[src/rtl/core/gra_pkg.sv]
// Shared operation codes, config register indices and result record type for the grid rectangle allocator.
package gra_pkg;
    localparam logic [2:0] KIND_PLACE  = 3'd0;
    localparam logic [2:0] KIND_REMOVE = 3'd1;
    localparam logic [2:0] KIND_FIND   = 3'd2;
    localparam logic [2:0] KIND_QUERY  = 3'd3;
    localparam logic [2:0] KIND_CLEAR  = 3'd4;

    localparam logic [1:0] REG_COLS = 2'd0;
    localparam logic [1:0] REG_ROWS = 2'd1;

    typedef struct packed {
        logic       ok;
        logic [5:0] id;
        logic [3:0] x;
        logic [3:0] y;
        logic [4:0] w;
        logic [4:0] h;
        logic       rot;
    } result_t;
endpackage

[src/rtl/core/grid_rectangle_allocator_unit.sv]
// Top level: first-fit rectangle allocator on a cell grid with a record table.
//
//  channel   | signals                                         | handshake
//  command   | kind pos_x pos_y item_width item_height rotated | start & !busy
//            | item_id                                         |
//  result    | ok out_id out_x out_y out_width out_height      | done, one cycle
//            | out_rotated                                     |
//  config    | cfg_we cfg_index cfg_wdata                      | cfg_we
//
// At most one cell and one record are read or written per cycle; reads are registered.
// Query reads one cell; place scans records for a free slot, then checks and marks the
// cells of the window; remove reads the record and clears its cells; find checks each
// position cell by cell (data dependent).
// After reset, clear or a config write, a pass wipes one cell and one record a cycle
// over max(MAX_COLS*MAX_ROWS, MAX_RECTS) addresses, with busy high.
// The result is not held off; busy falls in the cycle done is high, except for clear,
// whose beat comes in the first wipe cycle.
module grid_rectangle_allocator_unit
    import gra_pkg::*;
#(
    parameter int MAX_COLS  = 16,
    parameter int MAX_ROWS  = 16,
    parameter int MAX_RECTS = 64
)(
    input  logic       clk,
    input  logic       rst_n,
    input  logic       start,
    output logic       busy,
    input  logic [2:0] kind,
    input  logic [3:0] pos_x,
    input  logic [3:0] pos_y,
    input  logic [4:0] item_width,
    input  logic [4:0] item_height,
    input  logic       rotated,
    input  logic [5:0] item_id,
    input  logic       cfg_we,
    input  logic [0:0] cfg_index,
    input  logic [4:0] cfg_wdata,
    output logic       done,
    output logic       ok,
    output logic [5:0] out_id,
    output logic [3:0] out_x,
    output logic [3:0] out_y,
    output logic [4:0] out_width,
    output logic [4:0] out_height,
    output logic       out_rotated
);
    localparam int CW    = (MAX_COLS > 1) ? $clog2(MAX_COLS) : 1;
    localparam int RW    = (MAX_ROWS > 1) ? $clog2(MAX_ROWS) : 1;
    localparam int NCELL = MAX_COLS * MAX_ROWS;
    localparam int AW    = (NCELL > 1) ? $clog2(NCELL) : 1;
    localparam int IW    = (MAX_RECTS > 1) ? $clog2(MAX_RECTS) : 1;
    localparam int CLRW  = ((NCELL > MAX_RECTS) ? AW : IW) + 1;
    localparam int CLRN  = (NCELL > MAX_RECTS) ? NCELL : MAX_RECTS;

    localparam logic [3:0] S_WIPE  = 4'd0;
    localparam logic [3:0] S_IDLE  = 4'd1;
    localparam logic [3:0] S_SLOT  = 4'd2;
    localparam logic [3:0] S_CHK   = 4'd3;
    localparam logic [3:0] S_CHKW  = 4'd4;
    localparam logic [3:0] S_MARK  = 4'd5;
    localparam logic [3:0] S_RREC  = 4'd6;
    localparam logic [3:0] S_RRECW = 4'd7;
    localparam logic [3:0] S_FPOS  = 4'd8;
    localparam logic [3:0] S_QRD   = 4'd9;
    localparam logic [3:0] S_QW    = 4'd10;
    localparam logic [3:0] S_DONE  = 4'd11;
    localparam logic [3:0] S_SLW   = 4'd12;

    // cell: valid + owner; record: valid,x,y,w,h,rot
    localparam int RECW = 1 + 4 + 4 + 5 + 5 + 1;
    logic [IW:0]     cell_mem [NCELL];
    logic [RECW-1:0] rec_mem  [MAX_RECTS];

    logic [3:0]  state_reg, state_next;
    logic [4:0]  cols_reg, rows_reg;
    logic [CLRW-1:0] clr_reg, clr_next;
    logic [2:0]  kind_reg;
    logic [4:0]  bx_reg, by_reg, bx_next, by_next;    // base position
    logic [4:0]  dx_reg, dy_reg, dx_next, dy_next;    // offset in window
    logic [4:0]  ew_reg, eh_reg, ew_next, eh_next;    // oriented size
    logic [4:0]  iw_reg, ih_reg;
    logic        rot_reg, rot_next;
    logic        pass_reg, pass_next;                 // 0 mark, 1 clear
    logic [IW:0] slot_reg, slot_next;
    logic [5:0]  iid_reg;
    result_t     res_reg, res_next;
    logic        done_reg, done_next;

    logic [AW-1:0]   c_addr;
    logic            c_we;
    logic [IW:0]     c_wdata;
    logic [IW:0]     c_rdata_reg;
    logic [IW-1:0]   r_addr;
    logic            r_we;
    logic [RECW-1:0] r_wdata;
    logic [RECW-1:0] r_rdata_reg;

    logic [4:0] acols, arows;
    logic [5:0] cx, cy;

    always_comb
    begin
        if (cols_reg == 5'd0) acols = 5'd1;
        else if (32'(cols_reg) > MAX_COLS) acols = 5'(MAX_COLS);
        else acols = cols_reg;
        if (rows_reg == 5'd0) arows = 5'd1;
        else if (32'(rows_reg) > MAX_ROWS) arows = 5'(MAX_ROWS);
        else arows = rows_reg;
    end

    assign cx = {1'b0, bx_reg} + {1'b0, dx_reg};
    assign cy = {1'b0, by_reg} + {1'b0, dy_reg};

    always_ff @(posedge clk)
    begin
        if (c_we)
        begin
            cell_mem[c_addr] <= c_wdata;
        end
        c_rdata_reg <= cell_mem[c_addr];
    end

    always_ff @(posedge clk)
    begin
        if (r_we)
        begin
            rec_mem[r_addr] <= r_wdata;
        end
        r_rdata_reg <= rec_mem[r_addr];
    end

    logic       wnd_last_x, wnd_last_y;
    logic [5:0] ew6, eh6;
    assign wnd_last_x = (dx_reg + 5'd1 == ew_reg);
    assign wnd_last_y = (dy_reg + 5'd1 == eh_reg);
    assign ew6 = {1'b0, ew_reg};
    assign eh6 = {1'b0, eh_reg};

    always_comb
    begin
        state_next = state_reg;
        clr_next   = clr_reg;
        bx_next = bx_reg; by_next = by_reg;
        dx_next = dx_reg; dy_next = dy_reg;
        ew_next = ew_reg; eh_next = eh_reg;
        rot_next = rot_reg; pass_next = pass_reg;
        slot_next = slot_reg;
        res_next  = res_reg;
        done_next = 1'b0;
        c_addr  = AW'(32'(cy[RW-1:0]) * MAX_COLS + 32'(cx[CW-1:0]));
        c_we    = 1'b0;
        c_wdata = '0;
        r_addr  = slot_reg[IW-1:0];
        r_we    = 1'b0;
        r_wdata = '0;

        unique case (state_reg)
            S_WIPE:
            begin
                c_addr  = clr_reg[AW-1:0];
                c_we    = 32'(clr_reg) < NCELL;
                r_addr  = clr_reg[IW-1:0];
                r_we    = 32'(clr_reg) < MAX_RECTS;
                clr_next = clr_reg + 1'b1;
                if (32'(clr_reg) == CLRN - 1)
                begin
                    state_next = S_IDLE;
                end
            end
            S_IDLE:
            begin
                if (start)
                begin
                    res_next = '0;
                    dx_next = '0; dy_next = '0; pass_next = 1'b0;
                    bx_next = {1'b0, pos_x}; by_next = {1'b0, pos_y};
                    rot_next = rotated;
                    ew_next = rotated ? item_height : item_width;
                    eh_next = rotated ? item_width : item_height;
                    slot_next = '0;
                    unique case (kind)
                        KIND_PLACE:  state_next = S_SLOT;
                        KIND_REMOVE:
                        begin
                            if (32'(item_id) < MAX_RECTS)
                            begin
                                slot_next = (IW+1)'(item_id);
                                state_next = S_RREC;
                            end
                            else
                            begin
                                state_next = S_DONE;
                            end
                        end
                        KIND_FIND:
                        begin
                            bx_next = '0; by_next = '0; rot_next = 1'b0;
                            ew_next = item_width; eh_next = item_height;
                            state_next = S_FPOS;
                        end
                        KIND_QUERY:  state_next = S_QRD;
                        KIND_CLEAR:
                        begin
                            res_next.ok = 1'b1;
                            clr_next = '0;
                            done_next = 1'b1;
                            state_next = S_WIPE;
                        end
                        default:     state_next = S_DONE;
                    endcase
                end
            end
            S_SLOT:
            begin
                state_next = S_SLW;
            end
            S_SLW:
            begin
                if (!r_rdata_reg[RECW-1])
                begin
                    if (ew_reg == 5'd0 || eh_reg == 5'd0
                        || 6'(bx_reg) + ew6 > 6'(acols) || 6'(by_reg) + eh6 > 6'(arows))
                    begin
                        state_next = S_DONE;
                    end
                    else
                    begin
                        state_next = S_CHK;
                    end
                end
                else if (32'(slot_reg) == MAX_RECTS - 1)
                begin
                    state_next = S_DONE;
                end
                else
                begin
                    slot_next = slot_reg + 1'b1;
                    r_addr = slot_next[IW-1:0];
                    state_next = S_SLOT;
                end
            end
            S_CHK:
            begin
                state_next = S_CHKW;
            end
            S_CHKW:
            begin
                if (c_rdata_reg[IW])
                begin
                    dx_next = '0; dy_next = '0;
                    if (kind_reg == KIND_FIND)
                    begin
                        state_next = S_FPOS;
                        if (6'(bx_reg) + ew6 + 6'd1 <= 6'(acols))
                        begin
                            bx_next = bx_reg + 5'd1;
                        end
                        else
                        begin
                            bx_next = '0;
                            by_next = by_reg + 5'd1;
                        end
                    end
                    else
                    begin
                        state_next = S_DONE;
                    end
                end
                else if (wnd_last_x && wnd_last_y)
                begin
                    dx_next = '0; dy_next = '0;
                    if (kind_reg == KIND_FIND)
                    begin
                        res_next.ok = 1'b1;
                        res_next.x = bx_reg[3:0];
                        res_next.y = by_reg[3:0];
                        res_next.rot = rot_reg;
                        state_next = S_DONE;
                    end
                    else
                    begin
                        state_next = S_MARK;
                    end
                end
                else
                begin
                    state_next = S_CHK;
                    if (wnd_last_x)
                    begin
                        dx_next = '0; dy_next = dy_reg + 5'd1;
                    end
                    else
                    begin
                        dx_next = dx_reg + 5'd1;
                    end
                end
            end
            S_MARK:
            begin
                c_we    = 1'b1;
                c_wdata = pass_reg ? '0 : {1'b1, slot_reg[IW-1:0]};
                if (wnd_last_x && wnd_last_y)
                begin
                    r_we = 1'b1;
                    if (!pass_reg)
                    begin
                        r_wdata = {1'b1, bx_reg[3:0], by_reg[3:0], iw_reg, ih_reg, rot_reg};
                        res_next.ok = 1'b1;
                        res_next.id = 6'(slot_reg);
                    end
                    state_next = S_DONE;
                end
                else if (wnd_last_x)
                begin
                    dx_next = '0; dy_next = dy_reg + 5'd1;
                end
                else
                begin
                    dx_next = dx_reg + 5'd1;
                end
            end
            S_RREC:
            begin
                state_next = S_RRECW;
            end
            S_RRECW:
            begin
                if (r_rdata_reg[RECW-1])
                begin
                    res_next.ok  = 1'b1;
                    res_next.id  = iid_reg;
                    res_next.x   = r_rdata_reg[18:15];
                    res_next.y   = r_rdata_reg[14:11];
                    res_next.w   = r_rdata_reg[10:6];
                    res_next.h   = r_rdata_reg[5:1];
                    res_next.rot = r_rdata_reg[0];
                    bx_next = {1'b0, r_rdata_reg[18:15]};
                    by_next = {1'b0, r_rdata_reg[14:11]};
                    rot_next = r_rdata_reg[0];
                    ew_next = r_rdata_reg[0] ? r_rdata_reg[5:1] : r_rdata_reg[10:6];
                    eh_next = r_rdata_reg[0] ? r_rdata_reg[10:6] : r_rdata_reg[5:1];
                    pass_next = 1'b1;
                    state_next = S_MARK;
                end
                else
                begin
                    state_next = S_DONE;
                end
            end
            S_FPOS:
            begin
                if (ew_reg == 5'd0 || eh_reg == 5'd0 || ew_reg > acols || eh_reg > arows
                    || 6'(by_reg) + eh6 > 6'(arows))
                begin
                    if (rot_reg)
                    begin
                        state_next = S_DONE;
                    end
                    else
                    begin
                        rot_next = 1'b1;
                        ew_next = ih_reg; eh_next = iw_reg;
                        bx_next = '0; by_next = '0;
                    end
                end
                else
                begin
                    state_next = S_CHK;
                end
            end
            S_QRD:
            begin
                state_next = S_QW;
            end
            S_QW:
            begin
                if ({1'b0, bx_reg} < 6'(acols) && {1'b0, by_reg} < 6'(arows)
                    && c_rdata_reg[IW])
                begin
                    res_next.ok = 1'b1;
                    res_next.id = 6'(c_rdata_reg[IW-1:0]);
                end
                state_next = S_DONE;
            end
            S_DONE:
            begin
                done_next = 1'b1;
                state_next = S_IDLE;
            end
            default:
            begin
                state_next = S_IDLE;
            end
        endcase

        if (cfg_we)
        begin
            clr_next = '0;
            state_next = S_WIPE;
        end
    end

    always_ff @(posedge clk or negedge rst_n)
    begin
        if (!rst_n)
        begin
            state_reg <= S_WIPE;
            clr_reg   <= '0;
            cols_reg  <= 5'd16;
            rows_reg  <= 5'd16;
            done_reg  <= 1'b0;
        end
        else
        begin
            state_reg <= state_next;
            clr_reg   <= clr_next;
            done_reg  <= done_next;
            if (cfg_we)
            begin
                if (cfg_index == REG_COLS[0:0]) cols_reg <= cfg_wdata;
                else rows_reg <= cfg_wdata;
            end
        end
    end

    always_ff @(posedge clk)
    begin
        bx_reg <= bx_next; by_reg <= by_next;
        dx_reg <= dx_next; dy_reg <= dy_next;
        ew_reg <= ew_next; eh_reg <= eh_next;
        rot_reg <= rot_next; pass_reg <= pass_next;
        slot_reg <= slot_next;
        res_reg <= res_next;
        if (state_reg == S_IDLE && start)
        begin
            kind_reg <= kind;
            iw_reg   <= item_width;
            ih_reg   <= item_height;
            iid_reg  <= item_id;
        end
    end

    assign busy        = (state_reg != S_IDLE);
    assign done        = done_reg;
    assign ok          = res_reg.ok;
    assign out_id      = res_reg.id;
    assign out_x       = res_reg.x;
    assign out_y       = res_reg.y;
    assign out_width   = res_reg.w;
    assign out_height  = res_reg.h;
    assign out_rotated = res_reg.rot;
endmodule
[config.mk]
export PLATFORM = sky130hd
export DESIGN_NAME = grid_rectangle_allocator_unit
export DESIGN_NICKNAME = d
export VERILOG_FILES = /design/src/rtl/core/gra_pkg.sv /design/src/rtl/core/grid_rectangle_allocator_unit.sv
export SDC_FILE = /design/constraint.sdc
export NUM_CORES = 2
export LEC_CHECK = 0
export BUFFER_PORTS_ARGS = -buffer_cell sky130_fd_sc_hd__buf_2
export CAP_MARGIN = 5
export CORE_ASPECT_RATIO = 0.6
export CORE_MARGIN = 2
export CORE_UTILIZATION = 63
export DETAILED_ROUTE_END_ITERATION = 6
export PLACE_DENSITY_LB_ADDON = 0.1
export SETUP_SLACK_MARGIN = 0.2
export SYNTH_ARGS = -nofsm -noshare
export SYNTH_HDL_FRONTEND = slang
export SYNTH_SLANG_ARGS = --single-unit
[constraint.sdc]
create_clock -name clk -period 15.01 [get_ports clk]
set_input_delay 4.503 -clock clk [delete_from_list [all_inputs] [get_ports clk]]
set_output_delay 4.503 -clock clk [all_outputs]
set_load 0.02 [all_outputs]
== Word-level counts from Yosys, hierarchy flattened ==
Memory sizes are Yosys's and may differ from the RTL's. A register that Yosys moved wholly into a read port is not among the register bits.
Index checks and enable logic that the tools add are counted.

* Register bits after elaboration: 108
* Bits in writable memories: 3072
* Bits of input ports: 38
* Logic and storage cells: 250
* Memories: 2

{| class="wikitable"
|+ Memory list
! name !! depth !! width !! rd ports !! clocked after Yosys merged registers in !! wr ports !! line !! RTL
|-
| cell_mem || 256 || 7 || 1 || 1 || 1 || grid_rectangle_allocator_unit.sv:72 || <nowiki>logic [IW:0] cell_mem [NCELL];</nowiki>
|-
| rec_mem || 64 || 20 || 1 || 1 || 1 || grid_rectangle_allocator_unit.sv:73 || <nowiki>logic [RECW-1:0] rec_mem [MAX_RECTS];</nowiki>
|}

* $add $sub $neg: 12
* $lt $le $gt $ge: 11
* Eq/ne operators: 42
* Multiplexer cells: 118
* Bitwise gates (word level): 1
* Reduce and logical (&&, ||, !) cells: 39

{| class="wikitable"
|+ Operator list
! cell !! count
|-
| $mux 5 || 39
|-
| $mux 20 || 3
|-
| $mux 4 || 15
|-
| $pmux 5 s3 || 4
|-
| $mux 7 || 8
|-
| $mux 26 || 2
|-
| $pmux 4 s12 || 1
|-
| $pmux 5 s4 || 2
|-
| $mux 8 || 4
|-
| $ne 2x2->1 const B || 15
|-
| $mux 9 || 3
|-
| $pmux 6 s4 || 1
|-
| $pmux 8 s3 || 1
|-
| $add 5x1->5 const B || 4
|-
| $eq 4x4->1 const B || 5
|-
| $logic_not 5->1 || 4
|-
| $pmux 10 s2 || 1
|-
| $pmux 4 s5 || 1
|-
| $mux 1 || 19
|-
| $mux 6 || 3
|-
| $pmux 9 s2 || 1
|-
| $eq 4x3->1 const B || 4
|-
| $pmux 7 s2 || 1
|-
| $add 5x5->6 || 2
|-
| other kinds (46) || 80
|}

== Logic depth before layout (Yosys ltp) ==
* Word-level depth: 10
* Gate-level depth with buffers: 17

== Worst setup path before layout ==
No wires, ideal clock.

* Path type: register to register
* Start point: register state_reg[2]
* End point: memory cell_mem[0][1] (netlist name), data pin
* Arrival: 10.650 ns
* Slack: 2.265 ns
* Stages on the path, launching flop included: 5
* Period minus slack after synthesis: 12.745 ns
* Path through: dfrtp_1 clkbuf_1 nor2b_1 nand2_1 nor3_1

* Cells in the longest elaborated chain, start to end: 2

{| class="wikitable"
|+ RTL lines
! element !! line !! RTL
|-
| start, declared || grid_rectangle_allocator_unit.sv:75 || <nowiki>logic [3:0] state_reg, state_next;</nowiki>
|-
| start signal, assigned || grid_rectangle_allocator_unit.sv:416 || <nowiki>state_reg <= state_next;</nowiki>
|-
| $eq 4x3->1 || grid_rectangle_allocator_unit.sv:158 || <nowiki>unique case (state_reg)</nowiki>
|-
| $mux 7 || grid_rectangle_allocator_unit.sv:158 ||
|-
| net c_wdata[1] || grid_rectangle_allocator_unit.sv:92 || <nowiki>logic [IW:0] c_wdata;</nowiki>
|-
| end, declared || grid_rectangle_allocator_unit.sv:72 ||
|}

The timed path passes the listed nets, and every way through them passes these cells.

== Worst setup path after layout ==
* Start point: register state_reg[1]
* End point: output port busy

* Cells in the longest elaborated chain, start to end: 1

{| class="wikitable"
|+ RTL lines
! element !! line !! RTL
|-
| $ne 4x1->1 || grid_rectangle_allocator_unit.sv:444 || <nowiki>assign busy = (state_reg != S_IDLE);</nowiki>
|-
| end, declared || grid_rectangle_allocator_unit.sv:28 || <nowiki>output logic busy,</nowiki>
|}

Every way passes these cells.

==> impl_metrics.json <==
{
  "numCtsBuffers": 288,
  "r2r_start": "state_reg[1]",
  "worst_pin_slew_ns": 1.42,
  "hold_class": "reg2reg",
  "largest_register_ffs": 1792,
  "seq_power_share_pct": 54.6,
  "fmax_ghz": 0.137,
  "p_int_mw": 14.0,
  "io_pins": 66,
  "clk_pin_slew_worst_paths_ns": 0.07,
  "final_util_pct": 69.6,
  "endpoint": "busy",
  "synthTopCellsByArea": "edfxtp_1, mux2i_1, mux4_2, nand2_1, nor2_1",
  "firstDrtPassIters": 7,
  "fill_cells": 13200,
  "synth_cell_types": 91,
  "place_congestion": 0.966,
  "synth_ff_type": "edfxtp_1",
  "max-slew-margin-rel_pct": 4.80,
  "switching_power_mw": 4.03,
  "initial_core_util_pct": 63.4,
  "busiest_layer": "met1",
  "viasPerCell": 6.93,
  "cts_buffer_depth": 4,
  "ant_nets": 0,
  "antenna_found_initial": 33,
  "layout_commonest_cell": "edfxtp_1",
  "synth_seq_area_share_pct": 74.5,
  "overflow": 0,
  "grt_usage_pct": 35.9,
  "cts_tree": "yes",
  "setup_viol": 0,
  "status": "complete, but fails checks",
  "dieArea_sq_um": 208000,
  "synth.top_cell.area_share_pct": 73.6,
  "leakage_nw": 45.1,
  "port_buffers": 65,
  "gr-usage-met2_pct": 44.2,
  "ff2ff_path_depth": 11,
  "grt_max_degree": 186,
  "grtUsageMet1_pct": 56.8,
  "grt_pass1_vias": 71100,
  "yosys_warnings": 0,
  "grtUsageMet3_pct": 17.4,
  "nNetsFinal": 8219,
  "r2r_slack_ns": 7.75,
  "routed_wl_mm": 376,
  "p_comb_share_pct": 5.8,
  "violations": "DRC",
  "cp_max_fo": 27,
  "slew_viol_final": 0,
  "arrival_ns": 2.78,
  "synthCells": 8041,
  "grt_pass1_wl_mm": 531,
  "finalSetupTns_ns": 0,
  "peakVddDrop_v": 0.0000989,
  "synth_area_leader_cell": "edfxtp_1",
  "maxCapViolCount": 0,
  "ctsResizeCount": 0,
  "die_w_um": 588,
  "htreeDepth": 5,
  "postSynthAreaPerCell_sq_um": 16.0,
  "clock-sinks": 3207,
  "p_per_area_nw_per_um2": 127,
  "clkPwrFrac_pct": 39.6,
  "drive_gt1_share_pct": 13.0,
  "drtIter0Drc": 13200,
  "cts_root_buf": "clkbuf_16",
  "swShare_pct": 22.4,
  "async_reset_ff_share_pct": 0.748,
  "critPathKind": "reg2out",
  "netlist_area_sq_um": 129000,
  "fin_crit_sh_pct": 48.5,
  "die_h_um": 354,
  "skew_ns": 0.0560,
  "core_sq_um": 203000,
  "via_count": 76800,
  "worstSkewPairLatency_ns": 0.88,
  "crit_required_ns": 10.51,
  "hp-start": "iid_reg[2]",
  "wl_per_cell_um": 34.0,
  "reg2reg_to": "r_rdata_reg[4]",
  "cts_setup_buffers": 0,
  "final_cell_mix": "edfxtp_1, nand2_1, mux2i_1",
  "rows": 128,
  "hold_violations": 0,
  "synth_seq_cells": 3207,
  "crit_path_start": "state_reg[1]",
  "route.detailed.drc": 3,
  "synth-edff-count": 3156,
  "hold_buffers": 0,
  "worstSetupEndpointType": "output port",
  "rsz0062_at_grt": "false",
  "dpl.hpwl_mm": 231,
  "critPathLaunchType": "register",
  "timing.final.crit_period_ns": 7.28,
  "syn2layout_area_growth_pct": 9.70,
  "synth_nets": 8140
}
per-stage QoR:
| step | cells | power (mW) | hold slack, ns | worst slack, ns | cell area [sq um] |
|---|---|---|---|---|---|
| 6_report | 11100 | 18.0 | 0.505 | 7.73 | 141000 |
| 5_1_grt | 11100 | 18.4 | 0.523 | 7.52 | 141000 |
| 4_1_cts | 11100 | 18.0 | 0.507 | 7.76 | 141000 |
| 3_5_place_dp | 10600 | 11.0 | 0.498 | 7.93 | 132000 |
| 3_3_place_gp | 10600 | 11.0 | 0.493 | 7.98 | 132000 |
| 2_1_floorplan | 8041 | 10.6 | 0.480 | 2.26 | 129000 |
metal layers:
metal | wire, um | part of all wire [%]
met4 | 8970 | 2.4
met2 | 144000 | 38
met3 | 70900 | 19
met5 | 185 | 0.049
met1 | 152000 | 40
cells by family (layout without fill, tap and decap cells):
kind of cell | after synthesis | count (layout) | synth area share, %
compound gates | 1100 | 1100 | 5.94
mux | 914 | 914 | 9.42
fa+ha+maj | 62 | 62 | 0.624
flops | 3207 | 3207 | 74.5
simple gates | 2166 | 2166 | 7.21
xor+xnor | 42 | 42 | 0.286
other cells | 0 | 10 | 0
buf+inv | 550 | 839 | 2.07
final cells by class:
class | count | area (sq um) | area share (%)
flip-flops and latches | 3207 | 95900 | 67.9
repair buffers | 299 | 2220 | 1.57
clock buffers | 377 | 7890 | 5.58
clock inverters | 123 | 892 | 0.631
multi-input cells | 4284 | 30800 | 21.8
inverters | 40 | 150 | 0.106
diodes | 10 | 25.0 | 0.0177
well taps | 2730 | 3420 | 2.42
power by group through the flow:
| stage | Clock, mW | Combinational, mW | Sequential (mW) |
|---|---|---|---|
| floorplan | 0 | 0.672 | 9.94 |
| global placement | 0 | 0.992 | 10.0 |
| detailed placement | 0 | 1.00 | 10.0 |
| finish | 7.13 | 1.05 | 9.82 |
| CTS | 7.14 | 1.01 | 9.81 |
| global route | 7.47 | 1.09 | 9.82 |
cell usage after synthesis (all sizes together), types with 14 or more instances:
cell,instances
a211oi,62
edfxtp,3156
o211ai,43
o22ai,18
clkbuf,182
and2,65
a31oi,163
and3,44
and4,18
inv,39
mux2i,640
o21a,28
nor3,71
nand3,231
buf,328
nor4,15
a32oi,137
ha,57
xor2,22
nand4,56
nor2,452
a21oi,212
a221oi,113
o221ai,19
nand2,1150
dfxtp,27
xnor2,20
dfrtp,22
o21ai,137
a22oi,58
mux2,44
mux4,230
nand2b,14
how the worst min path moves through the flow:
stage	endpoint	slack [ns]	cells past startpoint
5_1_grt	out_id[2]	0.52	2
4_1_cts	out_id[2]	0.51	2
2_1_floorplan	rows_reg[0]	0.48	1
3_5_place_dp	out_id[0]	0.50	2
3_3_place_gp	out_id[5]	0.49	2
6_report	out_id[2]	0.50	2
critical path, stage by stage, from the launching register on:
cell	delay (ns)
dfrtp_1	0.71
nand2b_1	0.32
nor3_1	0.37
inv_1	0.30
buf_2	0.24
Power figures use the tool's default switching activity.
